[src/rtl/msqd_pkg.sv]
// Package for the matrix-scanned quadrature decoder.
// Holds the result item type and the step codes. It has no dependencies.
package msqd_pkg;

    // Step codes, two's complement in two bits.
    localparam logic [1:0] STEP_NONE = 2'b00;
    localparam logic [1:0] STEP_INC  = 2'b01;
    localparam logic [1:0] STEP_DEC  = 2'b11;

    // Field widths of one result item.
    localparam int COL_FIELD_W   = 2;
    localparam int ENC_FIELD_W   = 4;
    localparam int COUNT_FIELD_W = 16;
    localparam int ROW_FIELD_W   = 8;

    // One result item as produced by a cell.
    typedef struct packed {
        logic [1:0]  step;
        logic [15:0] count_value;
        logic [3:0]  encoder_index;
        logic [1:0]  drive_column;
        logic        last_of_tick;
    } result_t;

endpackage

[src/rtl/msqd_cell.sv]
// One cell of the decoder chain: the encoders of one row pair on all columns.
// Depends on msqd_pkg for the result type and step codes.
module msqd_cell import msqd_pkg::*; #(
    parameter int PAIR_INDEX   = 0,
    parameter int PAIR_COUNT   = 4,
    parameter int COLUMN_COUNT = 4,
    parameter int COUNT_BITS   = 16,
    parameter int COL_W        = 2
) (
    input  logic                   aclk,
    input  logic                   aresetn,
    input  logic                   advance,
    input  logic                   tok_valid_in,
    input  logic [COL_W-1:0]       tok_col_in,
    input  logic [ROW_FIELD_W-1:0] tok_rows_in,
    output logic                   tok_valid_out,
    output logic [COL_W-1:0]       tok_col_out,
    output logic [ROW_FIELD_W-1:0] tok_rows_out,
    output result_t                res
);

    localparam int A_IDX = 2 * PAIR_INDEX;
    localparam int B_IDX = 2 * PAIR_INDEX + 1;

    logic                   tok_valid_reg;
    logic [COL_W-1:0]       tok_col_reg;
    logic [ROW_FIELD_W-1:0] tok_rows_reg;

    logic [COUNT_BITS-1:0]  count_reg [COLUMN_COUNT];
    logic                   prev_a_reg [COLUMN_COUNT];
    logic                   prev_b_reg [COLUMN_COUNT];

    logic                   a_now;
    logic                   b_now;
    logic                   a_was;
    logic                   b_was;
    logic                   dec;
    logic                   inc;
    logic [COUNT_BITS-1:0]  count_next;
    logic [31:0]            enc_full;

    // Rows above the sampled input width always read low.
    generate
        if (A_IDX < ROW_FIELD_W) begin : g_a_in
            assign a_now = tok_rows_reg[A_IDX];
        end else begin : g_a_low
            assign a_now = 1'b0;
        end
        if (B_IDX < ROW_FIELD_W) begin : g_b_in
            assign b_now = tok_rows_reg[B_IDX];
        end else begin : g_b_low
            assign b_now = 1'b0;
        end
    endgenerate

    // Edge detection against the levels seen on the last visit of this column.
    always_comb begin
        a_was = prev_a_reg[tok_col_reg];
        b_was = prev_b_reg[tok_col_reg];
        dec   = b_was && !b_now && a_now;
        inc   = !dec && a_was && !a_now && b_now;
        if (dec) begin
            count_next = count_reg[tok_col_reg] - COUNT_BITS'(1);
        end else if (inc) begin
            count_next = count_reg[tok_col_reg] + COUNT_BITS'(1);
        end else begin
            count_next = count_reg[tok_col_reg];
        end
    end

    // Result item for the token held in this cell.
    always_comb begin
        enc_full          = 32'(PAIR_INDEX * COLUMN_COUNT) + 32'(tok_col_reg);
        res.drive_column  = COL_FIELD_W'(32'(tok_col_reg));
        res.encoder_index = enc_full[ENC_FIELD_W-1:0];
        res.count_value   = COUNT_FIELD_W'(count_next);
        res.step          = dec ? STEP_DEC : (inc ? STEP_INC : STEP_NONE);
        res.last_of_tick  = (PAIR_INDEX == PAIR_COUNT - 1);
    end

    // Token register: moves one cell along the chain on each advance.
    always_ff @(posedge aclk) begin
        if (!aresetn) begin
            tok_valid_reg <= 1'b0;
        end else if (advance) begin
            tok_valid_reg <= tok_valid_in;
        end
    end

    always_ff @(posedge aclk) begin
        if (advance) begin
            tok_col_reg  <= tok_col_in;
            tok_rows_reg <= tok_rows_in;
        end
    end

    // Per-column state of this pair, updated when the token leaves the cell.
    always_ff @(posedge aclk) begin
        if (!aresetn) begin
            for (int c = 0; c < COLUMN_COUNT; c++) begin
                count_reg[c]  <= '0;
                prev_a_reg[c] <= 1'b0;
                prev_b_reg[c] <= 1'b0;
            end
        end else if (advance && tok_valid_reg) begin
            count_reg[tok_col_reg]  <= count_next;
            prev_a_reg[tok_col_reg] <= a_now;
            prev_b_reg[tok_col_reg] <= b_now;
        end
    end

    assign tok_valid_out = tok_valid_reg;
    assign tok_col_out   = tok_col_reg;
    assign tok_rows_out  = tok_rows_reg;

endmodule

[src/rtl/matrix_scanned_quadrature_decoder.sv]
// Top level of the matrix-scanned quadrature decoder.
// Depends on msqd_pkg and msqd_cell.
//
// Usage: each input item on the s_ channel is one scan tick and carries the
// row levels sampled while the next column is driven low. The column advances
// cyclically, and the first tick after reset uses column 0. Each row pair on
// each column is one encoder. The m_ channel gives one result item per row
// pair, ROW_COUNT/2 items per tick, with tlast on the final one.
// Each result passes from the token register of its cell into the output
// register, from which the m_ channel gives it.
// Throughput: a tick passes through the chain of row-pair cells in order, and
// the next tick is accepted in the cycle the current one leaves the last cell,
// so without a stall ticks follow each other without gaps.
// Reset: counts and stored rows clear to zero, the column points at the last
// column, and no item is held.
// Stall: when m_tready is low while a result waits, the whole chain holds and
// s_tready stays low for as long as the stall lasts; nothing is lost.
module matrix_scanned_quadrature_decoder import msqd_pkg::*; #(
    parameter int ROW_COUNT    = 8,
    parameter int COLUMN_COUNT = 4,
    parameter int COUNT_BITS   = 16
) (
    input  logic        aclk,
    input  logic        aresetn,
    // s_tdata: row_levels[7:0]
    input  logic        s_tvalid,
    output logic        s_tready,
    input  logic [7:0]  s_tdata,
    // m_tdata: drive_column[1:0], encoder_index[5:2], count_value[21:6], step[23:22]
    output logic        m_tvalid,
    input  logic        m_tready,
    output logic [23:0] m_tdata,
    output logic        m_tlast
);

    localparam int PAIR_COUNT = ROW_COUNT / 2;
    localparam int COL_W      = (COLUMN_COUNT > 1) ? $clog2(COLUMN_COUNT) : 1;

    logic [COL_W-1:0]       scan_col_reg;
    logic [COL_W-1:0]       scan_col_next;

    logic [PAIR_COUNT:0]    tok_valid;
    logic [COL_W-1:0]       tok_col  [PAIR_COUNT+1];
    logic [ROW_FIELD_W-1:0] tok_rows [PAIR_COUNT+1];
    result_t                res [PAIR_COUNT];

    logic                   advance;
    logic                   busy;
    logic                   accept;
    logic                   any_valid;
    result_t                sel;

    logic                   m_tvalid_reg;
    result_t                out_reg;

    // The chain moves whenever the output register is free or being drained.
    assign advance = !m_tvalid_reg || m_tready;

    // A new tick enters only when no token remains before the last cell.
    always_comb begin
        busy = 1'b0;
        for (int p = 0; p < PAIR_COUNT - 1; p++) begin
            busy = busy | tok_valid[p+1];
        end
    end

    assign s_tready = advance && !busy;
    assign accept   = s_tvalid && s_tready;

    // Cyclic column counter.
    always_comb begin
        if (32'(scan_col_reg) >= 32'(COLUMN_COUNT - 1)) begin
            scan_col_next = '0;
        end else begin
            scan_col_next = scan_col_reg + COL_W'(1);
        end
    end

    always_ff @(posedge aclk) begin
        if (!aresetn) begin
            scan_col_reg <= COL_W'(COLUMN_COUNT - 1);
        end else if (accept) begin
            scan_col_reg <= scan_col_next;
        end
    end

    // Chain input.
    assign tok_valid[0] = accept;
    assign tok_col[0]   = scan_col_next;
    assign tok_rows[0]  = s_tdata;

    // Row of cells, one per row pair.
    generate
        for (genvar p = 0; p < PAIR_COUNT; p++) begin : g_cell
            msqd_cell #(
                .PAIR_INDEX   (p),
                .PAIR_COUNT   (PAIR_COUNT),
                .COLUMN_COUNT (COLUMN_COUNT),
                .COUNT_BITS   (COUNT_BITS),
                .COL_W        (COL_W)
            ) u_cell (
                .aclk          (aclk),
                .aresetn       (aresetn),
                .advance       (advance),
                .tok_valid_in  (tok_valid[p]),
                .tok_col_in    (tok_col[p]),
                .tok_rows_in   (tok_rows[p]),
                .tok_valid_out (tok_valid[p+1]),
                .tok_col_out   (tok_col[p+1]),
                .tok_rows_out  (tok_rows[p+1]),
                .res           (res[p])
            );
        end
    endgenerate

    // Only one token lives in the chain, so pick the cell that holds it.
    always_comb begin
        any_valid = 1'b0;
        sel       = res[0];
        for (int p = 0; p < PAIR_COUNT; p++) begin
            if (tok_valid[p+1]) begin
                any_valid = 1'b1;
                sel       = res[p];
            end
        end
    end

    // Output register.
    always_ff @(posedge aclk) begin
        if (!aresetn) begin
            m_tvalid_reg <= 1'b0;
        end else if (advance) begin
            m_tvalid_reg <= any_valid;
        end
    end

    always_ff @(posedge aclk) begin
        if (advance) begin
            out_reg <= sel;
        end
    end

    assign m_tvalid = m_tvalid_reg;
    assign m_tdata  = {out_reg.step, out_reg.count_value,
                       out_reg.encoder_index, out_reg.drive_column};
    assign m_tlast  = out_reg.last_of_tick;

`ifndef SYNTHESIS
    // At most one tick is in flight along the chain.
    a_one_token: assert property (@(posedge aclk) disable iff (!aresetn)
        $onehot0(tok_valid[PAIR_COUNT:1]))
        else $error("more than one token in the cell chain");

    // An accepted tick lands in the first cell.
    a_enter: assert property (@(posedge aclk) disable iff (!aresetn)
        accept |=> tok_valid[1])
        else $error("accepted tick did not enter the first cell");

    // The last cell hands out the final result of the tick.
    a_last: assert property (@(posedge aclk) disable iff (!aresetn)
        (advance && tok_valid[PAIR_COUNT]) |=> (m_tvalid && m_tlast))
        else $error("final result of a tick missing or unmarked");

    // A result that is not the last of its tick is followed by more of it.
    a_more: assert property (@(posedge aclk) disable iff (!aresetn)
        (m_tvalid && !m_tlast) |-> (|tok_valid[PAIR_COUNT:1]))
        else $error("tick ended without its final result");
`endif

endmodule
[config.mk]
export PLATFORM = sky130hd
export DESIGN_NAME = matrix_scanned_quadrature_decoder
export DESIGN_NICKNAME = d
export VERILOG_FILES = /design/src/rtl/msqd_pkg.sv /design/src/rtl/msqd_cell.sv /design/src/rtl/matrix_scanned_quadrature_decoder.sv
export SDC_FILE = /design/constraint.sdc
export NUM_CORES = 1
export LEC_CHECK = 0
export BUFFER_PORTS_ARGS = -buffer_cell sky130_fd_sc_hd__buf_4
export CAP_MARGIN = 10
export CORE_MARGIN = 5
export CORE_UTILIZATION = 60
export CTS_BUF_LIST = sky130_fd_sc_hd__clkbuf_4 sky130_fd_sc_hd__clkbuf_8 sky130_fd_sc_hd__clkbuf_16
export CTS_CLUSTER_DIAMETER = 150
export CTS_CLUSTER_SIZE = 16
export DETAILED_ROUTE_END_ITERATION = 7
export PLACE_DENSITY = 0.77
export REMOVE_ABC_BUFFERS = 1
export SLEW_MARGIN = 20
export SYNTH_ARGS = -nofsm -noshare
export SYNTH_HDL_FRONTEND = slang
export SYNTH_HIERARCHICAL = 1
export SYNTH_SLANG_ARGS = --single-unit
[constraint.sdc]
create_clock -name aclk -period 6.6 [get_ports aclk]
set_input_delay 1.98 -clock aclk [delete_from_list [all_inputs] [get_ports aclk]]
set_output_delay 1.98 -clock aclk [all_outputs]
set_load 0.005 [all_outputs]
Word level (Yosys, flattened, before mapping)
Memories as Yosys holds them, arrays and structs flattened. A register that Yosys moved wholly into a read port is not among the register bits.
Index checks and enable logic that the tools add are counted.
{ "classes": {"n_addsub": 12, "multipliers": 0, "div_mod_pow": 0, "n_lt_le_gt_ge": 1, "eq_ne": 0, "shifts": 0, "n_mux": 85, "bitwise_logic": 2, "reduce_logical": 53} }
{ "ops": {"columns": ["cell", "count"], "rows": [
  ["2-to-1 mux 16 bit", 12],
  ["2-to-1 mux 25 bit", 3],
  ["adder 16 x 1 -> 16 bit (second input constant)", 4],
  ["OR reduction 16 bit", 4],
  ["subtractor 16 x 1 -> 16 bit (second input constant)", 4],
  ["2-to-1 mux 2 bit", 29],
  ["2-to-1 mux 1 bit", 41],
  ["logical AND 1 bit", 26],
  ["zero test 1 bit", 14],
  ["adder 4 x 2 -> 4 bit (first input constant)", 2],
  ["OR reduction 1 bit", 8],
  ["adder 3 x 2 -> 4 bit (first input constant)", 1],
  ["adder 2 x 1 -> 2 bit (second input constant)", 1],
  [">= comparator 2 bit (second input constant)", 1],
  ["OR 1 bit", 2],
  ["logical OR 1 bit", 1]
]} }
{ "word_totals": {"reg_bits": 72, "latchBits": 0, "ramBits": 288, "romBits": 0, "in_bits": 12, "out_inout_bits": 27, "word_cells": 184, "mem_count": 12} }
{ "memory_table": {"columns": ["memory", "words", "word_bits", "read_ports", "rd_clocked_by_memory_dff", "wr", "line", "source"], "rows": [
  ["g_cell[0].u_cell.count_reg", 4, 16, 1, 1, 4, "msqd_cell.sv:29", "logic [COUNT_BITS-1:0] count_reg [COLUMN_COUNT];"],
  ["g_cell[1].u_cell.count_reg", 4, 16, 1, 1, 4, "msqd_cell.sv:29", null],
  ["g_cell[2].u_cell.count_reg", 4, 16, 1, 1, 4, "msqd_cell.sv:29", null],
  ["g_cell[3].u_cell.count_reg", 4, 16, 1, 1, 4, "msqd_cell.sv:29", null],
  ["g_cell[0].u_cell.prev_a_reg", 4, 1, 1, 1, 4, "msqd_cell.sv:30", "logic prev_a_reg [COLUMN_COUNT];"],
  ["g_cell[0].u_cell.prev_b_reg", 4, 1, 1, 1, 4, "msqd_cell.sv:31", "logic prev_b_reg [COLUMN_COUNT];"],
  ["+6 memories", null, null, null, null, null, null, null]
]} }

Longest topological paths before layout
Gate-level depths: netlist of run 1.
{ "logic_depth": {"depth_word": 12, "mapped_depth": 14, "depth_no_buf": 10} }

Cells and area by module
The synthesis of run 1 kept the hierarchy.
{ "by_module_without_submodules": {"columns": ["module", "n_inst", "cells_per_inst", "area_each_um2", "seq_area_each_um2"], "rows": [
  ["msqd_cell (g_cell[0].u_cell)", 1, 338, 4220.3, 2462.4],
  ["msqd_cell (g_cell[2].u_cell)", 1, 329, 4149.0, 2462.4],
  ["msqd_cell (g_cell[3].u_cell)", 1, 328, 4145.2, 2462.4],
  ["msqd_cell (g_cell[1].u_cell)", 1, 328, 4061.4, 2462.4],
  ["matrix_scanned_quadrature_decoder", 1, 154, 1744.2, 810.8]
]} }

Worst setup path after synthesis of run 1
No wires, ideal clock.
{ "synth_timing": {"path_type": "in2reg", "start": "input port m_tready", "end": "memory g_cell[0].u_cell.count_reg[1][0] (enable)", "setup_time_ps": 372, "arrival_time_ps": 5009, "required_ps": 6228, "path_slack_ps": 1219, "path_stages": 8, "n_path_buf": 2, "path_cell_list": "nor2b_1 inv_1 nand3_1 clkbuf_1 nor2_1 nand2_1 clkbuf_1 nand2_1"} }
{ "synth_lines": {"columns": ["element", "line", "source"], "rows": [
  ["start, declared", "matrix_scanned_quadrature_decoder.sv:31", "input logic m_tready,"],
  ["end, declared", "msqd_cell.sv:29", null]
]} }

Final worst setup path of run 1
{ "layout_timing": {"start": "input port m_tready", "end": "output port s_tready"} }
{ "layout_between": {"elab_chain_cells": 2} }
{ "layout_rtl": {"columns": ["element", "line", "source"], "rows": [
  ["logical OR 1 bit", "matrix_scanned_quadrature_decoder.sv:57", "assign advance = !m_tvalid_reg || m_tready;"],
  ["logical AND 1 bit", "matrix_scanned_quadrature_decoder.sv:67", "assign s_tready = advance && !busy;"],
  ["end, declared", "matrix_scanned_quadrature_decoder.sv:27", "output logic s_tready,"]
]} }
Every way passes these cells.

==> qor.txt, run 1 <==
Synth Cell Area: 0.0179 mm²
Die Span Y: 183 µm
TritonCTS clock tree: done
Slew Limit Fails: 0
Warnings from Yosys: 6
Startpoint Class: input pin
Cells resized by post-CTS repair: 0
Static leakage: 7.02 nW
Layout Nets: 1475
Total grt overflow: 0
Minimum clock period: 4880 ps
Relative slew slack: 37.5%
Num CTS Buffers: 26
Core area: 0.0296 mm²
RSZ-0062 raised after global routing: false
CTS H-tree lvls: 1
Layout cells sized above 1: 13.9%
IO Pins: 39
Vias per std cell: 6.20
Vias in the first global route: 11.2k
Largest register FFs: 256
Die area: 0.0335 mm²
Post-DRT Antenna Nets: 0
Clk_skew: 25.7 ps
IO Port Bufs: 38
Hold WC Path Type: flip-flop to flip-flop
Crit path max fanout: 5
Post-Synthesis Cells: 1463
Largest net degree at the start of global routing: 54
VDD IR max: 0.220 mV
First-pass GRT wire length: 62000 µm
Post-route setup slack: 1720 ps
Post-DP HPWL: 27400 µm
Root cell of the clock tree: clkbuf_16
Clk pin slew, worst setup/hold paths: 70 ps
Rows: 63
Actual slew at the worst max-slew pin: 936 ps
Initial Utilization: 60.7%
Tot Pwr: 5.73 mW
Drt total wl: 38800 µm
Setup repair bufs after CTS: 0
Vias: 11.6k
Total GRT Usage: 23.2%
Post-CTS Hold Buffers: 0
Setup TNS: 0 ps
Initial DRC count: 1540
Setup-failing EPs final: 0
Worst hold path depth: 0
Drt drc: 0
Clock Tree Buf Depth: 3
Drt wl/cell: 20.8 µm
Pwr/cell area: 300 mW/mm²
Fmax: 205 MHz
First drt pass iteration count: 6
Area delta synth->final: 6.33%
Period utilisation layout: 74.0%
R2r setup slk: 2510 ps
Antenna violations before repair: 0
Worst Setup End Kind: output pin
Crit path DAT: 2900 ps
Worst-skew pair later-pin latency: 550 ps
CTS sink count: 356
Final hold vios: 0
Fin cells: 1864
Req. time, crit path: 4620 ps
Number of fill cells in the layout: 2200
Placed cells: 1816
# diodes: 0
Crit Path Class: input pin to output pin
Worst R2R Path Depth: 11
Gpl congestion: 0.910
Maxcap violations: 0
Status: complete, no violations
Pre-CTS setup slack: 1210 ps
Syn Area/Cell: 12.3 µm²
Die Wd: 183 µm
## layer usage
metal  wire (µm)  share of wire (%)  track usage [%]  vias up
met3        3130                8.0             2.99       69
met5           0                  0                0        -
met1       16600                 43             34.8     5604
met4        1150                3.0             6.67        0
li1            -                  -                -     5325
met2       17900                 46             36.4      560
## where the power goes
part	internal [mW]	leakage [nW]	switching, mW	total, mW
clock	0.853	0.432	0.736	1.59
sequential	2.64	3.62	0.151	2.79
combinational	0.511	2.96	0.841	1.35
total	4.00	7.02	1.73	5.73
## per-stage QoR
| step | util, % | cell area (µm²) | hold WS, ps |
|---|---|---|---|
| 3_5_place_dp | 61.7 | 18200 | 405 |
| 3_3_place_gp | 61.7 | 18200 | 400 |
| 5_1_grt | 64.6 | 19100 | 424 |
| 2_1_floorplan | - | 17300 | 400 |
| 4_1_cts | 64.6 | 19100 | 421 |
| 6_report | 64.6 | 19100 | 421 |
## cell usage in the layout (no fill, tap or decap), types with 11 or more instances in the layout
cell / count
and2_1: 17
o21ai_0: 57
dfxtp_1: 38
mux4_2: 42
mux2_2: 22
nand3_1: 41
inv_1: 90
clkbuf_16: 27
mux2_1: 11
nand4_1: 25
nand2_1: 89
edfxtp_1: 317
conb_1: 12
buf_4: 55
a21oi_1: 50
clkbuf_4: 20
nor2_1: 263
xnor2_1: 41
mux4_1: 22
mux2i_1: 49
## final cells by class
type / count / area [µm²] / area share, %
clock buffers: 47 / 826 / 4.33
flip-flops and latches: 356 / 10300 / 54.0
multi-input cells: 919 / 6670 / 35.0
repair buffers: 55 / 413 / 2.16
inverters: 96 / 367 / 1.92
clock inverters: 1 / 16.3 / 0.0852
well taps: 390 / 488 / 2.56
## worst paths after layout
| kind | startpoint | to |
|---|---|---|
| min | g_cell[0].u_cell/tok_rows_out[5]$_DFFE_PP_ | g_cell[1].u_cell/tok_rows_out[5]$_DFFE_PP_ |
| max reg2reg | flip-flop | m_tdata[20]$_DFFE_PP_ |
| min reg2reg | g_cell[0].u_cell/tok_rows_out[5]$_DFFE_PP_ | g_cell[1].u_cell/tok_rows_out[5]$_DFFE_PP_ |
| max | m_tready | s_tready |
## worst max-delay path, cell delays in order
cell and delay (ps):
buf_4 100, nor2b_1 80, or3_4 370, nor2_1 210
buf_4 160
Power figures use the tool's default switching activity.
==> inputs of run 2 (changes only) <==
==> constraint.sdc (replaced) <==
create_clock -name aclk -period 4.8 [get_ports aclk]
set_input_delay 1.44 -clock aclk [delete_from_list [all_inputs] [get_ports aclk]]
set_output_delay 1.44 -clock aclk [all_outputs]
set_load 0.005 [all_outputs]
==> qor.txt, run 2 (synthesis gave the netlist of run 1 again) <==
Pwr/cell area: 410 mW/mm²
Worst hold path depth: 0
Minimum clock period: 3960 ps
DR top layer: met4
Clock Tree Buf Depth: 3
Setup repair bufs after CTS: 0
Worst R2R Path Depth: 11
Drt wl/cell: 21.3 µm
Req. time, crit path: 5080 ps
# diodes: 0
Initial DRC count: 1277
Layout Nets: 1486
Total grt overflow: 0
Fin cells: 1873
Fmax: 253 MHz
Root cell of the clock tree: clkbuf_16
Num CTS Buffers: 26
Period utilisation layout: 82.4%
CTS H-tree lvls: 1
Core area: 0.0296 mm²
Maxcap violations: 0
Critical path buffers and inverters: 3
Post-DRT Antenna Nets: 0
Sw frac: 30.1%
Final core utilization: 64.8%
Rows: 63
Worst Setup End Kind: flip-flop
Routed met1 length: 16400 µm
Largest net degree at the start of global routing: 54
Drt drc: 0
First-pass GRT wire length: 62300 µm
Drt total wl: 39900 µm
Sw power: 2.37 mW
IO Pins: 39
Actual slew at the worst max-slew pin: 999 ps
Routed met2 length: 19400 µm
Slowest-stage cell, CP: dfxtp_1
Multi-input gate area: 0.00667 mm²
Worst-skew pair later-pin latency: 550 ps
CTS sink count: 356
Post-CTS Hold Buffers: 0
Slew Limit Fails: 0
Antenna violations before repair: 0
Placed cells: 1827
RSZ-0062 raised after global routing: false
Crit path DAT: 4240 ps
Setup-failing EPs final: 0
Final hold vios: 0
Vias: 11.7k
Initial Utilization: 60.7%
Area delta synth->final: 6.71%
Sequential standard cell area: 0.0103 mm²
Status: complete, no violations
Clk pin slew, worst setup/hold paths: 70 ps
Total GRT Usage: 23.5%
Largest register FFs: 256
P_int: 5.49 mW
Die Span Y: 183 µm
Die area: 0.0335 mm²
Die Wd: 183 µm
Most frequent cells in the layout: edfxtp_1, nor2_1, inv_1
Vias in the first global route: 11.3k
Commonest non-fill, non-tap cell in the layout: edfxtp_1
Static leakage: 7.05 nW
Sequential share of power: 48.9%
Crit path max fanout: 12
IO Port Bufs: 38
First drt pass iteration count: 5
CP Depth: 11
Delay-heaviest family, CP: multiplexers
Startpoint Class: flip-flop
TritonCTS clock tree: done
Vias per std cell: 6.24
Cells resized by post-CTS repair: 0
Routed wl met3: 2900 µm
VDD IR max: 0.322 mV
Gpl congestion: 0.860
Relative slew slack: 33.2%
Layout cells sized above 1: 14.4%
CP Cell Sequence: buf_4, mux2i_1, o22a_1, inv_1, nand4_1, a22oi_1, xnor2_1, inv_1, mux2_1, mux2i_1, o21ai_0
Number of fill cells in the layout: 2177
Clk_skew: 18.7 ps
Clock share of power: 27.5%
Post-DP HPWL: 26800 µm
Crit-path max cell delay: 740 ps
Crit Path Class: flip-flop to flip-flop
Hold WC Path Type: flip-flop to flip-flop
Logic pwr share: 23.6%
-- run 2: power groups by stage --
stage / combinational, mW / sequential (mW) / clock [mW]
finish: 1.85 / 3.85 / 2.16
global route: 2.00 / 3.87 / 2.32
CTS: 1.83 / 3.85 / 2.20
detailed placement: 1.81 / 3.91 / 0
global placement: 1.78 / 3.91 / 0
floorplan: 1.19 / 3.88 / 0
-- run 2: layout make-up --
cell class | instances | area share (%)
clock buffers | 45 | 4.23
clock inverters | 1 | 0.0849
inverters | 96 | 1.91
multi-input cells | 919 | 34.8
flip-flops and latches | 356 | 53.8
well taps | 390 | 2.55
repair buffers | 66 | 2.59
-- run 2: final timing paths --
check | startpoint | end | slack [ps]
setup reg to reg | flip-flop | m_tdata[16]$_DFFE_PP_ | 840
setup / recovery | flip-flop | m_tdata[16]$_DFFE_PP_ | 840
hold / removal | g_cell[1].u_cell/tok_rows_out[5]$_DFFE_PP_ | g_cell[2].u_cell/tok_rows_out[5]$_DFFE_PP_ | 420
hold reg to reg | g_cell[1].u_cell/tok_rows_out[5]$_DFFE_PP_ | g_cell[2].u_cell/tok_rows_out[5]$_DFFE_PP_ | 420
-- run 2: per-stage QoR --
| step | worst slack [ps] | hold WS (ps) | power (mW) | area [µm²] | TNS [ps] |
|---|---|---|---|---|---|
| global placement | 599 | 402 | 5.68 | 18300 | 0 |
| detailed placement | 484 | 405 | 5.73 | 18300 | 0 |
| CTS | 819 | 421 | 7.88 | 19100 | 0 |
| finish | 843 | 419 | 7.86 | 19100 | 0 |
| global route | 443 | 432 | 8.19 | 19100 | 0 |
| floorplan | -565 | 400 | 5.07 | 17300 | -79700 |
-- run 2: per-layer routing --
layer,up-vias,GRT usage (%)
met4,0,6.88
met1,5797,32.6
met5,-,0
li1,5343,-
met3,79,3.23
met2,464,39.3
==> inputs of run 3 (changes only) <==
--- a/config.mk
+++ b/config.mk
@@ -5,10 +5,11 @@
 export SDC_FILE = /design/constraint.sdc
 export NUM_CORES = 1
 export LEC_CHECK = 0
+export ABC_AREA = 1
 export BUFFER_PORTS_ARGS = -buffer_cell sky130_fd_sc_hd__buf_4
 export CAP_MARGIN = 10
 export CORE_MARGIN = 5
-export CORE_UTILIZATION = 60
+export CORE_UTILIZATION = 58
 export CTS_BUF_LIST = sky130_fd_sc_hd__clkbuf_4 sky130_fd_sc_hd__clkbuf_8 sky130_fd_sc_hd__clkbuf_16
 export CTS_CLUSTER_DIAMETER = 150
 export CTS_CLUSTER_SIZE = 16
==> constraint.sdc (replaced) <==
create_clock -name aclk -period 3.55 [get_ports aclk]
set_input_delay 1.065 -clock aclk [delete_from_list [all_inputs] [get_ports aclk]]
set_output_delay 1.065 -clock aclk [all_outputs]
set_load 0.005 [all_outputs]
==> qor.txt, run 3 <==
Status: complete, no violations
Fmax: 332 MHz
Die area: 0.0377 mm²
Drt total wl: 48700 µm
Total GRT Usage: 25.2%
Relative slew slack: 54.1%
Largest net degree at the start of global routing: 52
Worst hold path depth: 0
Post-CTS Hold Buffers: 0
First drt pass iteration count: 6
Crit Path Class: flip-flop to flip-flop
CTS H-tree lvls: 1
Static leakage: 9.07 nW
VDD IR max: 0.419 mV
Clk pin slew, worst setup/hold paths: 70 ps
Pwr/cell area: 687 mW/mm²
Warnings from Yosys: 6
Area delta synth->final: 6.40%
CTS sink count: 356
Clock Tree Buf Depth: 3
Die Wd: 194 µm
Hold WC Path Type: flip-flop to flip-flop
Crit path DAT: 3300 ps
Root cell of the clock tree: clkbuf_16
Worst-skew pair later-pin latency: 560 ps
Vias per std cell: 5.63
Minimum clock period: 3010 ps
R2r setup slk: 540 ps
Crit path max fanout: 39
Setup-failing EPs final: 0
Largest register FFs: 256
Placed cells: 2767
Req. time, crit path: 3840 ps
Slew Limit Fails: 0
Drt drc: 0
Syn Area/Cell: 8.37 µm²
Synth Cell Area: 0.0197 mm²
Initial DRC count: 1421
Period utilisation layout: 84.7%
# diodes: 0
Fin cells: 2814
Min-delay src: g_cell[0].u_cell/tok_rows_out[3]$_DFFE_PP_
Layout Nets: 2368
Drt wl/cell: 17.3 µm
Post-Synthesis Cells: 2350
Layout cells sized above 1: 12.4%
IO Port Bufs: 38
Setup repair bufs after CTS: 0
Num CTS Buffers: 26
Cells resized by post-CTS repair: 0
Total grt overflow: 0
Worst Setup End Kind: flip-flop
Commonest non-fill, non-tap cell in the layout: nand2_1
Gpl congestion: 0.929
Final hold vios: 0
RSZ-0062 raised after global routing: false
Vias: 15.9k
Setup TNS: 0 ps
Maxcap violations: 0
Core area: 0.0335 mm²
Startpoint Class: flip-flop
Post-DRT Antenna Nets: 0
First-pass GRT wire length: 78200 µm
Clk_skew: 20.9 ps
Hold Path Sink: g_cell[1].u_cell/tok_rows_out[3]$_DFFE_PP_
Rows: 67
Post-DP HPWL: 33800 µm
Worst R2R Path Depth: 14
IO Pins: 39
TritonCTS clock tree: done
R2R Path End: m_tdata[12]$_DFFE_PP_
Actual slew at the worst max-slew pin: 688 ps
Initial Utilization: 58.7%
Antenna violations before repair: 0
Most frequent cells in the layout: nand2_1, nor2_1, edfxtp_1
Die Span Y: 194 µm
Vias in the first global route: 15.2k
==> run 3: changes by cell type in the layout (fill, tap and decap cells not counted), sizes merged, moves of 30 or more <==
cell | previous run | this run
mux2i | 49 | 0
nor2 | 263 | 354
nand3 | 41 | 229
inv | 94 | 226
a21oi | 50 | 80
xnor2 | 41 | 0
nand2 | 89 | 781
mux4 | 64 | 0
mux2 | 33 | 0
==> run 3: worst max-delay path by stage <==
stage | slack (ps) | cells after the start | endpoint
final | 540 | 14 | m_tdata[12]$_DFFE_PP_
after global routing | 250 | 16 | m_tdata[12]$_DFFE_PP_
after CTS | 540 | 14 | m_tdata[12]$_DFFE_PP_
after detailed placement | 400 | 10 | g_cell[1].u_cell/count_reg[2][11]$_SDFFCE_PN0P_
after global placement | 470 | 10 | g_cell[1].u_cell/count_reg[2][11]$_SDFFCE_PN0P_
after floorplan | -1260 | 4 | g_cell[0].u_cell/count_reg[3][0]$_DFFE_PP_
==> run 3: area by class of cell <==
class / instances / area [µm²]
clock inverters: 1 / 16.3
inverters: 229 / 880
well taps: 448 / 561
flip-flops and latches: 356 / 10300
repair buffers: 93 / 698
multi-input cells: 1641 / 7660
clock buffers: 46 / 818
fillers: 2868 / 12600
==> run 3: critical path: stages (launching register included) <==
cell	delay [ps]
dfxtp_1	320
inv_2	510
nand2_1	160
nand2_1	100
nand2_1	50
nand2_1	100
ha_1	190
nand3_1	80
nand2_1	110
nand3_1	160
nor2_1	170
xor2_1	440
inv_1	160
nor2_1	130
a21oi_1	50
==> run 3: power by group <==
part           leakage [nW]  switching, mW  internal (mW)  total (mW)
logic                  5.03           4.42           1.60        6.02
clock network         0.427           1.40           1.57        2.97
registers              3.61          0.252           5.13        5.38
total                  9.07           6.07           8.30        14.4
==> run 3: metrics by stage <==
step	worst slack, ps	power [mW]	cell area, µm²	utilization [%]	hold slack [ps]
after floorplan	-1260	9.28	18800	-	400
after global placement	465	11.3	20100	59.9	401
after detailed placement	398	11.4	20100	59.9	405
after CTS	537	14.4	20900	62.4	420
after global routing	255	15.3	20900	62.4	424
final	542	14.4	20900	62.4	421
==> run 3: routing by layer <==
metal	vias up	track usage [%]	wire, µm
li1	7597	-	-
met1	7496	33.9	19700
met2	652	42.3	23400
met3	105	3.53	3930
met4	0	8.52	1660
met5	-	0	0
